==> src/sv/fxalu_pkg.sv <==
// ----------------------------------------------------------------------------
// fxalu_pkg
// Shared opcodes, status codes and the pipeline token type of the fixed-point
// ALU.
// ----------------------------------------------------------------------------
package fxalu_pkg;

   localparam logic [3:0] OP_ADD    = 4'd0;
   localparam logic [3:0] OP_SUB    = 4'd1;
   localparam logic [3:0] OP_MUL    = 4'd2;
   localparam logic [3:0] OP_DIV    = 4'd3;
   localparam logic [3:0] OP_GT     = 4'd4;
   localparam logic [3:0] OP_GE     = 4'd5;
   localparam logic [3:0] OP_LT     = 4'd6;
   localparam logic [3:0] OP_LE     = 4'd7;
   localparam logic [3:0] OP_EQ     = 4'd8;
   localparam logic [3:0] OP_NE     = 4'd9;
   localparam logic [3:0] OP_MIN    = 4'd10;
   localparam logic [3:0] OP_MAX    = 4'd11;
   localparam logic [3:0] OP_INC    = 4'd12;
   localparam logic [3:0] OP_DEC    = 4'd13;
   localparam logic [3:0] OP_TO_INT = 4'd14;

   localparam logic [1:0] ST_OK   = 2'd0;
   localparam logic [1:0] ST_OVF  = 2'd1;
   localparam logic [1:0] ST_DIV0 = 2'd2;

   // Control that travels with an item down the divider chain.
   typedef struct packed {
      logic       vld;
      logic       div;
      logic       neg;
      logic       dz;
      logic [1:0] st;
      logic       cmp;
   } fxalu_ctl_type;

endpackage

==> src/sv/fxalu_front.sv <==
// ----------------------------------------------------------------------------
// fxalu_front
// First stage: simple operations, the multiplier and divide setup.
// ----------------------------------------------------------------------------
module fxalu_front
   import fxalu_pkg::*;
#(
   parameter int DW = 32,
   parameter int FB = 8
) (
   input  logic            clock,
   input  logic            reset,
   input  logic            adv,
   input  logic            vld_i,
   input  logic [3:0]      op_i,
   input  logic [DW-1:0]   a_i,
   input  logic [DW-1:0]   b_i,
   output fxalu_ctl_type   ctl_o,
   output logic [DW-1:0]   res_o,
   output logic [DW-1:0]   den_o,
   output logic [DW+FB-1:0] num_o,
   output logic [2*DW-1:0] prod_o,
   output logic            mul_o
);

   localparam logic [DW-1:0] MAXP = {1'b0, {(DW-1){1'b1}}};
   localparam logic [DW-1:0] MINR = {1'b1, {(DW-1){1'b0}}};

   logic          sa, sb, lt, gt, eq;
   logic [DW-1:0] ma, mb, t, r;
   logic [DW:0]   ti;
   logic [1:0]    st;
   logic          cmp;
   fxalu_ctl_type ctl_ff, ctl_in;
   logic [DW-1:0] res_ff, den_ff;
   logic [DW+FB-1:0] num_ff;
   logic [2*DW-1:0]  prod_ff;
   logic          mul_ff;

   assign sa = a_i[DW-1];
   assign sb = b_i[DW-1];
   assign ma = sa ? (~a_i + 1'b1) : a_i;
   assign mb = sb ? (~b_i + 1'b1) : b_i;
   assign lt = $signed(a_i) < $signed(b_i);
   assign gt = $signed(b_i) < $signed(a_i);
   assign eq = a_i == b_i;

   // simple operations
   always_comb begin
      r   = '0;
      st  = ST_OK;
      cmp = 1'b0;
      t   = '0;
      ti  = '0;
      unique case (op_i)
         OP_ADD: begin
            t = a_i + b_i;
            r = t;
            if (sa == sb && t[DW-1] != sa) begin
               st = ST_OVF;
               r  = sa ? MINR : MAXP;
            end
         end
         OP_SUB: begin
            t = a_i - b_i;
            r = t;
            if (sa != sb && t[DW-1] != sa) begin
               st = ST_OVF;
               r  = sa ? MINR : MAXP;
            end
         end
         OP_GT:  cmp = gt;
         OP_GE:  cmp = gt | eq;
         OP_LT:  cmp = lt;
         OP_LE:  cmp = lt | eq;
         OP_EQ:  cmp = eq;
         OP_NE:  cmp = !eq;
         OP_MIN: r = lt ? a_i : b_i;
         OP_MAX: r = gt ? a_i : b_i;
         OP_INC: begin
            if (a_i == MAXP) begin
               st = ST_OVF;
               r  = MAXP;
            end else begin
               r = a_i + 1'b1;
            end
         end
         OP_DEC: begin
            if (a_i == MINR) begin
               st = ST_OVF;
               r  = MINR;
            end else begin
               r = a_i - 1'b1;
            end
         end
         OP_TO_INT: begin
            ti = ({1'b0, ma} + ((DW+1)'(1) << (FB-1))) >> FB;
            t  = ti[DW-1:0];
            r  = sa ? (~t + 1'b1) : t;
         end
         default: r = '0;
      endcase
   end

   always_comb begin
      ctl_in     = '0;
      ctl_in.vld = vld_i;
      ctl_in.div = (op_i == OP_DIV);
      ctl_in.neg = sa ^ sb;
      ctl_in.dz  = (op_i == OP_DIV) && (b_i == '0);
      ctl_in.st  = st;
      ctl_in.cmp = cmp;
   end

   always_ff @(posedge clock) begin
      if (reset) begin
         ctl_ff <= '0;
      end else if (adv) begin
         ctl_ff <= ctl_in;
      end
   end

   always_ff @(posedge clock) begin
      if (adv) begin
         res_ff  <= r;
         den_ff  <= mb;
         num_ff  <= {ma, {FB{1'b0}}};
         prod_ff <= ma * mb;
         mul_ff  <= (op_i == OP_MUL);
      end
   end

   assign ctl_o  = ctl_ff;
   assign res_o  = res_ff;
   assign den_o  = den_ff;
   assign num_o  = num_ff;
   assign prod_o = prod_ff;
   assign mul_o  = mul_ff;

endmodule

==> config.mk <==
export PLATFORM = sky130hd
export DESIGN_NAME = fxalu_front
export DESIGN_NICKNAME = d
export VERILOG_FILES = /design/src/sv/fxalu_pkg.sv /design/src/sv/fxalu_front.sv
export SDC_FILE = /design/constraint.sdc
export NUM_CORES = 2
export LEC_CHECK = 0
export ABC_AREA = 1
export BUFFER_PORTS_ARGS = -buffer_cell sky130_fd_sc_hd__buf_2
export CAP_MARGIN = 40
export CORE_AREA = 2 2 305 307
export CTS_CLUSTER_SIZE = 8
export DETAILED_ROUTE_END_ITERATION = 8
export DIE_AREA = 0 0 307 309
export PLACE_DENSITY = 0.8
export SKIP_LAST_GASP = 1
export SYNTH_ARGS = -nofsm -noshare
export SYNTH_HDL_FRONTEND = slang
export SYNTH_SLANG_ARGS = --single-unit
==> constraint.sdc <==
create_clock -name clock -period 11.95 [get_ports clock]
set_input_delay 2.39 -clock clock [delete_from_list [all_inputs] [get_ports clock]]
set_output_delay 2.39 -clock clock [all_outputs]
set_load 0.005 [all_outputs]
==> impl_metrics.env <==
export IMPL_overflow=0
export IMPL_ys_flop_type="edfxtp_1"
export IMPL_die_x_um=307
export IMPL_rows=111
export IMPL_fin_hold_ws_ns=0.475
export IMPL_rsz0062_at_grt="false"
export IMPL_drive_gt1_share_pct=8.69
export IMPL_synth_seq_cells=167
export IMPL_clk_path_buf_depth=2
export IMPL_grt_pass1_wl_um=280000
export IMPL_core_um2=91400
export IMPL_max_freq_mhz=85.5
export IMPL_end_kind="flop"
export IMPL_fill_cells=8434
export IMPL_cts_tree="yes"
export IMPL_dieArea_um2=94900
export IMPL_cts_made_buffers=17
export IMPL_drtIter0Drc=5300
export IMPL_async_reset_ff_share_pct=0
export IMPL_vias=45295
export IMPL_grt_pass1_vias=46061
export IMPL_drcViolationCount=0
export IMPL_routabilityCongestion=1.04
export IMPL_num_nets_final=7787
export IMPL_hpwl_um=151000
export IMPL_detail_route_vias_per_cell=5.92
export IMPL_drt_first_pass_iters=7
export IMPL_finalCriticalPeriod_ns=11.70
export IMPL_maxCapViolCount=0
export IMPL_cts_sinks=167
export IMPL_place_ws_ns=0.0132
export IMPL_path_clk_slew_ns=0.08
export IMPL_crit_type="in -> reg"
export IMPL_die_h_um=309
export IMPL_h_tree_depth=4
export IMPL_ys_seq_area_share_pct=10.1
export IMPL_crit_path_start_kind="input port"
export IMPL_cp_max_fo=11
export IMPL_ios=248
export IMPL_netlist_area_um2=49100
export IMPL_synth_edf_count=161
export IMPL_status="completed"
export IMPL_worstSetupPathDepth=34
export IMPL_slew_violations=0
export IMPL_worst_path_most_repeated_cell="fa_1"
export IMPL_critPathBufInv=7
export IMPL_hold_depth=2
export IMPL_numPortBuffers=238
export IMPL_post_cts_resized=0
export IMPL_worst_slack_ns=0.248
export IMPL_rr_worst_depth=4
export IMPL_finalSetupTns_ns=0
export IMPL_grt_max_degree=81
export IMPL_dpl_cell_count=7616
export IMPL_skew_ns=0
export IMPL_grtUsageTotal_pct=40.2
export IMPL_yosysWarningCount=0
export IMPL_syn_to_final_growth_pct=6.94
export IMPL_initial_utilization_pct=53.7
export IMPL_crit_required_ns=12.24
export IMPL_wl_per_cell_um=24.3
export IMPL_timing_critical_path_max_delay_family="adder cells"
export IMPL_slowest_delay_ns=0.63
export IMPL_instances_no_fill=7654
export IMPL_syn_inst=6312
export IMPL_postSynthAreaPerCell_um2=7.78
export IMPL_tightest_slew_ns=0.973
export IMPL_finalWirelength_um=186000
export IMPL_antenna_found_initial=6
export IMPL_setup_violations=0
export IMPL_hold_viol=0
export IMPL_cp_slowest_cell="o211ai_1"
export IMPL_timing_final_crit_share_pct=97.9
export IMPL_ys_types=59
export IMPL_hp_class="reg -> reg"
export IMPL_root_buffer="clkbuf_16"
export IMPL_clock_insertion_delay_worst_skew_ns=0.52
export IMPL_arrival_ns=11.99
export IMPL_slew_headroom_pct=35.1
export IMPL_antenna_left=0
## registers in the layout, summed over array words and instances, names as in the netlist
register and cells:
prod_o 64, ctl_o 6, num_o 32, mul_o 1
den_o 32, res_o 32
## kinds of logic after synthesis
| kind of cell | share of synthesized area [%] |
|---|---|
| AO/OA/AOI/OAI | 7.39 |
| XOR/XNOR | 2.74 |
| adder cells (fa/ha/maj) | 45.9 |
| buffers and inverters | 12.8 |
| flip-flops | 10.1 |
| other | 0.00764 |
| AND/OR/NAND/NOR | 21.0 |
## Yosys cell counts (8+ instances only)
cell type  count  share of area [%]
nor3_1        52               0.53
a21o_1        10               0.15
nor2_2        19               0.24
edfxtp_1     161                9.9
fa_1         899                 37
a21oi_1      241                2.5
xor2_1       123                2.2
nand2_4       12               0.28
o21bai_1      12               0.18
or2_2          9               0.11
nand2_2       44               0.56
nor4_1        20               0.25
nand4_1       45               0.57
nor2_1       841                6.4
o21ai_1       18               0.18
nand3_1      192                2.0
a31oi_1       34               0.43
a211oi_1      10               0.15
o221ai_1       8               0.14
buf_4         15               0.23
buf_2         41               0.42
inv_2         10              0.076
o2111ai_1      8               0.14
nand3_2        9               0.18
ha_1         363                9.3
o21ai_0      184                1.9
o211ai_1      55               0.84
nor2_4        20               0.46
clkbuf_1     194                1.5
inv_1       1319                 10
xnor2_1       27               0.48
o21a_1        18               0.28
clkinv_1      25               0.19
buf_1         23               0.18
nand2_1     1185                9.1
## per-stage QoR
stage,area (um^2),utilization (%)
after global routing,52500,57.4
after detailed placement,51900,56.8
final,52500,57.4
after floorplan,49100,-
after CTS,52400,57.4
after global placement,51800,56.7
## cell usage in the layout, fill, tap and decap left out, types with 161 or more instances in the layout
cell,instances
a21oi_1,241
buf_2,237
edfxtp_1,161
fa_1,899
ha_1,363
inv_1,1319
nand2_1,1185
nand3_1,192
nor2_1,837
o21ai_0,183
## layer usage
layer  vias up  routed length [um]  track usage (%)
met5         -                  96            0.657
met4         6               13300             24.3
met3       756               26200             13.1
met2      3136               78400             59.2
met1     22052               67600             51.7
li1      19345                   -                -
## final cells by class
cell class,instances,area [um^2],area share [%]
Sequential cell,167,4950,9.44
Antenna cell,3,7.51,0.0143
Inverter,1355,5090,9.70
Clock buffer,17,425,0.811
Clock inverter,14,124,0.236
Tap cell,1186,1480,2.83
Multi-Input combinational cell,4520,38000,72.3
Timing Repair Buffer,392,2450,4.66
## worst min-delay path, stage by stage (launching register included)
cell and delay (ns):
dfxtp_1 0.32, nand2_1 0.06, a21oi_1 0.06
## what timing repair did
item	in CTS	in global routing
hold buffers	0	0
setup endpoints to repair	0	1
buffers inserted	0	2
## final timing paths
check,endpoint,from,slack [ns]
worst min register to register,ctl_o[3],ctl_o[3],0.47
worst max register to register,ctl_o[1],ctl_o[1],11.26
worst min-delay path,ctl_o[3],ctl_o[3],0.47
worst max-delay path,prod_o[59],b_i[2],0.25
Power is left out: the tool's default activity adds up to more than one toggle a clock period on the data nets, which glitch-free logic cannot reach.
