`src/sv/fxalu_pkg.sv`:
```
// ----------------------------------------------------------------------------
// fxalu_pkg
// Shared opcodes, status codes and the pipeline token type of the fixed-point
// ALU.
// ----------------------------------------------------------------------------
package fxalu_pkg;

   localparam logic [3:0] OP_ADD    = 4'd0;
   localparam logic [3:0] OP_SUB    = 4'd1;
   localparam logic [3:0] OP_MUL    = 4'd2;
   localparam logic [3:0] OP_DIV    = 4'd3;
   localparam logic [3:0] OP_GT     = 4'd4;
   localparam logic [3:0] OP_GE     = 4'd5;
   localparam logic [3:0] OP_LT     = 4'd6;
   localparam logic [3:0] OP_LE     = 4'd7;
   localparam logic [3:0] OP_EQ     = 4'd8;
   localparam logic [3:0] OP_NE     = 4'd9;
   localparam logic [3:0] OP_MIN    = 4'd10;
   localparam logic [3:0] OP_MAX    = 4'd11;
   localparam logic [3:0] OP_INC    = 4'd12;
   localparam logic [3:0] OP_DEC    = 4'd13;
   localparam logic [3:0] OP_TO_INT = 4'd14;

   localparam logic [1:0] ST_OK   = 2'd0;
   localparam logic [1:0] ST_OVF  = 2'd1;
   localparam logic [1:0] ST_DIV0 = 2'd2;

   // Control that travels with an item down the divider chain.
   typedef struct packed {
      logic       vld;
      logic       div;
      logic       neg;
      logic       dz;
      logic [1:0] st;
      logic       cmp;
   } fxalu_ctl_type;

endpackage

```
`src/sv/fxalu_div_cell.sv`:
```
// ----------------------------------------------------------------------------
// fxalu_div_cell
// One restoring-division step: shift in a dividend bit, compare against the
// divisor, subtract, append a quotient bit. Registered; moves each cycle that adv is high.
// ----------------------------------------------------------------------------
module fxalu_div_cell
   import fxalu_pkg::*;
#(
   parameter int DW = 32,
   parameter int NW = 40,
   parameter int BIT_IDX = 0
) (
   input  logic          clock,
   input  logic          reset,
   input  logic          adv,
   input  fxalu_ctl_type ctl_i,
   input  logic [DW-1:0] rem_i,
   input  logic [DW-1:0] den_i,
   input  logic [NW-1:0] num_i,
   input  logic [NW-1:0] quo_i,
   input  logic [DW-1:0] res_i,
   output fxalu_ctl_type ctl_o,
   output logic [DW-1:0] rem_o,
   output logic [DW-1:0] den_o,
   output logic [NW-1:0] num_o,
   output logic [NW-1:0] quo_o,
   output logic [DW-1:0] res_o
);

   fxalu_ctl_type ctl_ff;
   logic [DW-1:0] rem_ff, rem_in, den_ff, res_ff;
   logic [NW-1:0] num_ff, quo_ff, quo_in;
   logic [DW:0]   trial;
   logic [DW:0]   diff;

   // trial remainder and subtract
   always_comb begin
      trial  = {rem_i, num_i[BIT_IDX]};
      diff   = trial - {1'b0, den_i};
      quo_in = quo_i << 1;
      if (!diff[DW]) begin
         rem_in    = diff[DW-1:0];
         quo_in[0] = 1'b1;
      end else begin
         rem_in = trial[DW-1:0];
      end
   end

   always_ff @(posedge clock) begin
      if (reset) begin
         ctl_ff <= '0;
      end else if (adv) begin
         ctl_ff <= ctl_i;
      end
   end

   always_ff @(posedge clock) begin
      if (adv) begin
         rem_ff <= rem_in;
         den_ff <= den_i;
         num_ff <= num_i;
         quo_ff <= quo_in;
         res_ff <= res_i;
      end
   end

   assign ctl_o = ctl_ff;
   assign rem_o = rem_ff;
   assign den_o = den_ff;
   assign num_o = num_ff;
   assign quo_o = quo_ff;
   assign res_o = res_ff;

endmodule

```
`config.mk`:
```
export PLATFORM = sky130hd
export DESIGN_NAME = fxalu_div_cell
export DESIGN_NICKNAME = d
export VERILOG_FILES = /design/src/sv/fxalu_pkg.sv /design/src/sv/fxalu_div_cell.sv
export SDC_FILE = /design/constraint.sdc
export NUM_CORES = 1
export LEC_CHECK = 0
export BUFFER_PORTS_ARGS = -buffer_cell sky130_fd_sc_hd__buf_4
export CORE_AREA = 2 2 142 144
export CTS_BUF_LIST = sky130_fd_sc_hd__clkbuf_8 sky130_fd_sc_hd__clkbuf_16
export DETAILED_ROUTE_END_ITERATION = 6
export DIE_AREA = 0 0 144 146
export PLACE_DENSITY_LB_ADDON = 0.3
export SYNTH_ARGS = -nofsm -noshare
export SYNTH_HDL_FRONTEND = slang
export SYNTH_SLANG_ARGS = --single-unit
```
`constraint.sdc`:
```
create_clock -name clock -period 3.63 [get_ports clock]
set_input_delay 0.1815 -clock clock [delete_from_list [all_inputs] [get_ports clock]]
set_output_delay 0.1815 -clock clock [all_outputs]
set_load 0.05 [all_outputs]
```
==> tab_implementation.tex <==
\begin{tabular}{lr}
\hline
Metric & Value \\
\hline
\multicolumn{2}{l}{\textbf{Global routing}} \\
\quad Via count of the first global-routing pass & 6838 \\
\quad Overall Global Routing Usage & 25.3\% \\
\quad Number of antenna violations at the first check in global routing & 1 \\
\quad Wire length of the first global-routing pass & 39500 um \\
\quad Remaining global-route overflow & 0 \\
\quad Pin count of the biggest net entering global routing & 86 \\
\multicolumn{2}{l}{\textbf{Setup path}} \\
\quad Data required time at the worst endpoint & 3.81 ns \\
\quad Critical setup path kind & input pin to flip-flop \\
\quad Critical path launch point type & input pin \\
\quad Worst Path Arrival & 3.46 ns \\
\quad Highest net fanout along the worst path & 20 \\
\quad Crit path capture type & flip-flop \\
\multicolumn{2}{l}{\textbf{Routing}} \\
\quad Total detailed-routing wirelength & 27200 um \\
\quad DRT antenna net count & 0 \\
\quad Mean number of vias per cell & 4.91 \\
\quad Detailed Routing Iterations Pass 1 & 5 \\
\quad Detailed-route via count & 6681 \\
\quad Initial DRC Count & 556 \\
\quad Avg WL per Cell & 20.0 um \\
\quad Residual DRC count & 0 \\
\multicolumn{2}{l}{\textbf{Job}} \\
\quad Max-Cap Viols & 0 \\
\multicolumn{2}{l}{\textbf{Timing}} \\
\quad Final worst-path cycle share & 90.4\% \\
\quad Tightest Pin Transition & 0.584 ns \\
\quad Setup TNS Final & 0 ns \\
\quad Final Hold Vio Count & 0 \\
\quad RSZ-0062 raised after global routing & no \\
\quad Post-layout minimum cycle time & 3.28 ns \\
\quad Relative slew slack & 61.1\% \\
\quad Post-layout worst setup margin & 0.350 ns \\
\quad Setup Skew & 0 ns \\
\quad Maximum clock rate & 0.305 GHz \\
\quad Endpoints failing setup & 0 \\
\quad Max Transition Viols Final & 0 \\
\multicolumn{2}{l}{\textbf{Yosys}} \\
\quad Dominant register cell in the synthesized netlist & sky130\_fd\_sc\_hd\_\_edfxtp\_1 \\
\quad Netlist area before placement & 7980 um\^{}2 \\
\quad Flops \& latches, synth & 183 \\
\quad Share of async-settable or async-resettable flops after synthesis & 0\% \\
\quad Number of flops mapped to enable cells by yosys & 176 \\
\quad Post-synthesis net count & 777 \\
\quad Avg Inst Size Synth & 14.3 um\^{}2 \\
\quad Synthesized instance count & 558 \\
\quad Yosys warns & 0 \\
\quad Post-synthesis cell type with the largest combined area & sky130\_fd\_sc\_hd\_\_edfxtp\_1 \\
\quad Top area cells in the synthesized netlist & sky130\_fd\_sc\_hd\_\_edfxtp\_1 66\%, sky130\_fd\_sc\_hd\_\_ha\_1 5.0\%, sky130\_fd\_sc\_hd\_\_mux2\_4 3.4\%, sky130\_fd\_sc\_hd\_\_a21oi\_1 2.1\%, sky130\_fd\_sc\_hd\_\_nand2\_1 2.1\% \\
\quad Fraction of post-synthesis cell area in the top cell type by area & 66.2\% \\
\quad Post-synthesis cell type count & 51 \\
\quad Sequential fraction of the synthesis area & 68.0\% \\
\multicolumn{2}{l}{\textbf{Finish}} \\
\quad Most common cell after layout, fill and taps aside & sky130\_fd\_sc\_hd\_\_buf\_4 \\
\quad Final \#Nets & 1301 \\
\quad Reg area & 5430 um\^{}2 \\
\quad Fill cell instance count of the final layout & 1346 \\
\quad Final core area utilization & 67.9\% \\
\quad Area used by multi-input combinational logic & 2310 um\^{}2 \\
\quad Signed area change from the synthesized netlist to the final layout & 64.5\% \\
\quad Most used cells in the layout excluding fill and tap cells & 369 x sky130\_fd\_sc\_hd\_\_buf\_4, 176 x sky130\_fd\_sc\_hd\_\_edfxtp\_1, 149 x sky130\_fd\_sc\_hd\_\_dlygate4sd3\_1, 44 x sky130\_fd\_sc\_hd\_\_nand2\_1, 42 x sky130\_fd\_sc\_hd\_\_inv\_1 \\
\quad Fraction of layout cells with a size suffix above 1 & 38.9\% \\
\multicolumn{2}{l}{\textbf{Clocking}} \\
\quad Clock edge transition at the registers on the reported setup and hold paths & 0.07 ns \\
\quad Post-CTS setup repair buffer count & 0 \\
\quad CTS tree & built \\
\quad Total clock buffers created by CTS & 17 \\
\quad Number of buffers between clock root and the deepest sink & 2 \\
\quad Worst-Skew Late Latency & 0.43 ns \\
\quad CTS H-tree depth & 4 \\
\quad Number of clock sinks seen by CTS & 183 \\
\quad Buffer type at the clock tree root & sky130\_fd\_sc\_hd\_\_clkbuf\_16 \\
\quad Post-cts gate resize count & 0 \\
\multicolumn{2}{l}{\textbf{Floorplanning}} \\
\quad Width of the die & 144 um \\
\quad I/O Pins & 369 \\
\quad Effective utilization at floorplan & 41.3\% \\
\quad Die area & 21000 um\^{}2 \\
\quad Die H & 146 um \\
\quad Core box area & 19300 um\^{}2 \\
\quad Site Rows & 51 \\
\multicolumn{2}{l}{\textbf{Place}} \\
\quad Post-placement setup slack & 0.518 ns \\
\quad Final GP Congestion & 0.849 \\
\quad Port Buffer Count & 367 \\
\quad Detailed placer's ending HPWL & 18100 um \\
\multicolumn{2}{l}{\textbf{Worst hold path}} \\
\quad Tightest Hold Check Type & input pin to flip-flop \\
\multicolumn{2}{l}{\textbf{Pwr}} \\
\quad Power density over the cells & 484 nW/um\^{}2 \\
\quad PnR Total Power & 6.35 mW \\
\quad Worst ir drop on vdd & 0.341 mV \\
\quad Leakage & 5.78 nW \\
\multicolumn{2}{l}{\textbf{Run status}} \\
\quad Run status & finished clean \\
\hline
\end{tabular}
==> path summary, 6_finish.rpt <==
path / start / to / slack (ns) / cells past startpoint
worst max-delay path: den_i[0] / rem_o[3] / 0.35 / 13
worst min-delay path: ctl_i[6] / ctl_o[6] / 0.02 / 3
worst max register to register: ctl_o[5] / ctl_o[5] / 2.36 / 3
worst min register to register: ctl_o[3] / ctl_o[3] / 0.51 / 2
==> worst max-delay path: stages <==
cell and delay [ns]:
sky130_fd_sc_hd__dlygate4sd3_1 0.54, sky130_fd_sc_hd__buf_4 0.15, sky130_fd_sc_hd__ha_1 0.23, sky130_fd_sc_hd__fa_1 0.42, sky130_fd_sc_hd__nand2b_1 0.19, sky130_fd_sc_hd__a21oi_1 0.23, sky130_fd_sc_hd__o211ai_1 0.17, sky130_fd_sc_hd__a21oi_1 0.28
sky130_fd_sc_hd__o21a_1 0.26, sky130_fd_sc_hd__o211ai_4 0.17, sky130_fd_sc_hd__inv_2 0.12, sky130_fd_sc_hd__buf_12 0.21, sky130_fd_sc_hd__mux2_4 0.32
==> Yosys cell counts (all sizes together) (7+ instances only) <==
cell,count
clkbuf,12
inv,42
xor2,10
nor2,23
a21oi,36
nand3,11
o21ai,24
a21o,15
mux2,18
dfxtp,7
o211ai,9
edfxtp,176
xnor2,14
nand2,44
ha,32
nand4,7
mux2i,7
==> registers in the layout, indices dropped and copies added (netlist names) <==
register  cells
quo_o        40
rem_o        32
den_o        32
num_o        40
ctl_o         7
res_o        32
==> timing repair <==
item / CTS / global route
setup endpoints to repair: 0 / 0
hold buffers: 149 / 0
hold endpoints to repair: 150 / 0
==> metrics by stage <==
| stage | hold slack [ns] | instances | instance area [um^2] |
|---|---|---|---|
| 3_5_place_dp | 0.361 | 1179 | 11100 |
| 4_1_cts | 0.00369 | 1360 | 13100 |
| 2_1_floorplan | 0.254 | 558 | 7980 |
| 3_3_place_gp | 0.359 | 1179 | 11100 |
| 5_1_grt | 0.0134 | 1361 | 13100 |
| 6_report | 0.0219 | 1361 | 13100 |
==> report_power, final <==
part	total, mW	internal [mW]	switching (mW)
clock	1.84	0.922	0.921
combinational	1.90	0.707	1.19
sequential	2.61	2.55	0.0641
total	6.35	4.17	2.18
==> area by class of cell <==
type / count / area share (%)
Sequential cell: 183 / 41.3
Clock buffer: 17 / 3.24
Antenna cell: 1 / 0.0191
Timing Repair Buffer: 521 / 32.9
Multi-Input combinational cell: 317 / 17.6
Clock inverter: 15 / 1.21
Inverter: 42 / 1.20
Tap cell: 265 / 2.53
==> cell families (layout without fill, tap and decap cells) <==
kind of cell             after synthesis  after routing  synth area share (%)
flip-flops                           183            183                  68.0
AND/OR/NAND/NOR                      115            115                  6.82
other                                  0              1                     0
AO/OA/AOI/OAI                        120            120                  9.99
multiplexers                          25             25                  4.27
XOR/XNOR                              24             24                  2.63
buffers and inverters                 58            595                  3.03
adder cells (fa/ha/maj)               33             33                  5.27
==> metal layers <==
layer  track usage [%]  vias to the layer above  share of wire, %
met5                 0                        -                 0
met4              9.85                        0               3.4
met3              6.71                       48               7.4
met2              44.5                      289                51
met1              29.1                     3202                38
li1                  -                     3142                 -
Note: power is estimated with default switching activity, not from simulation.
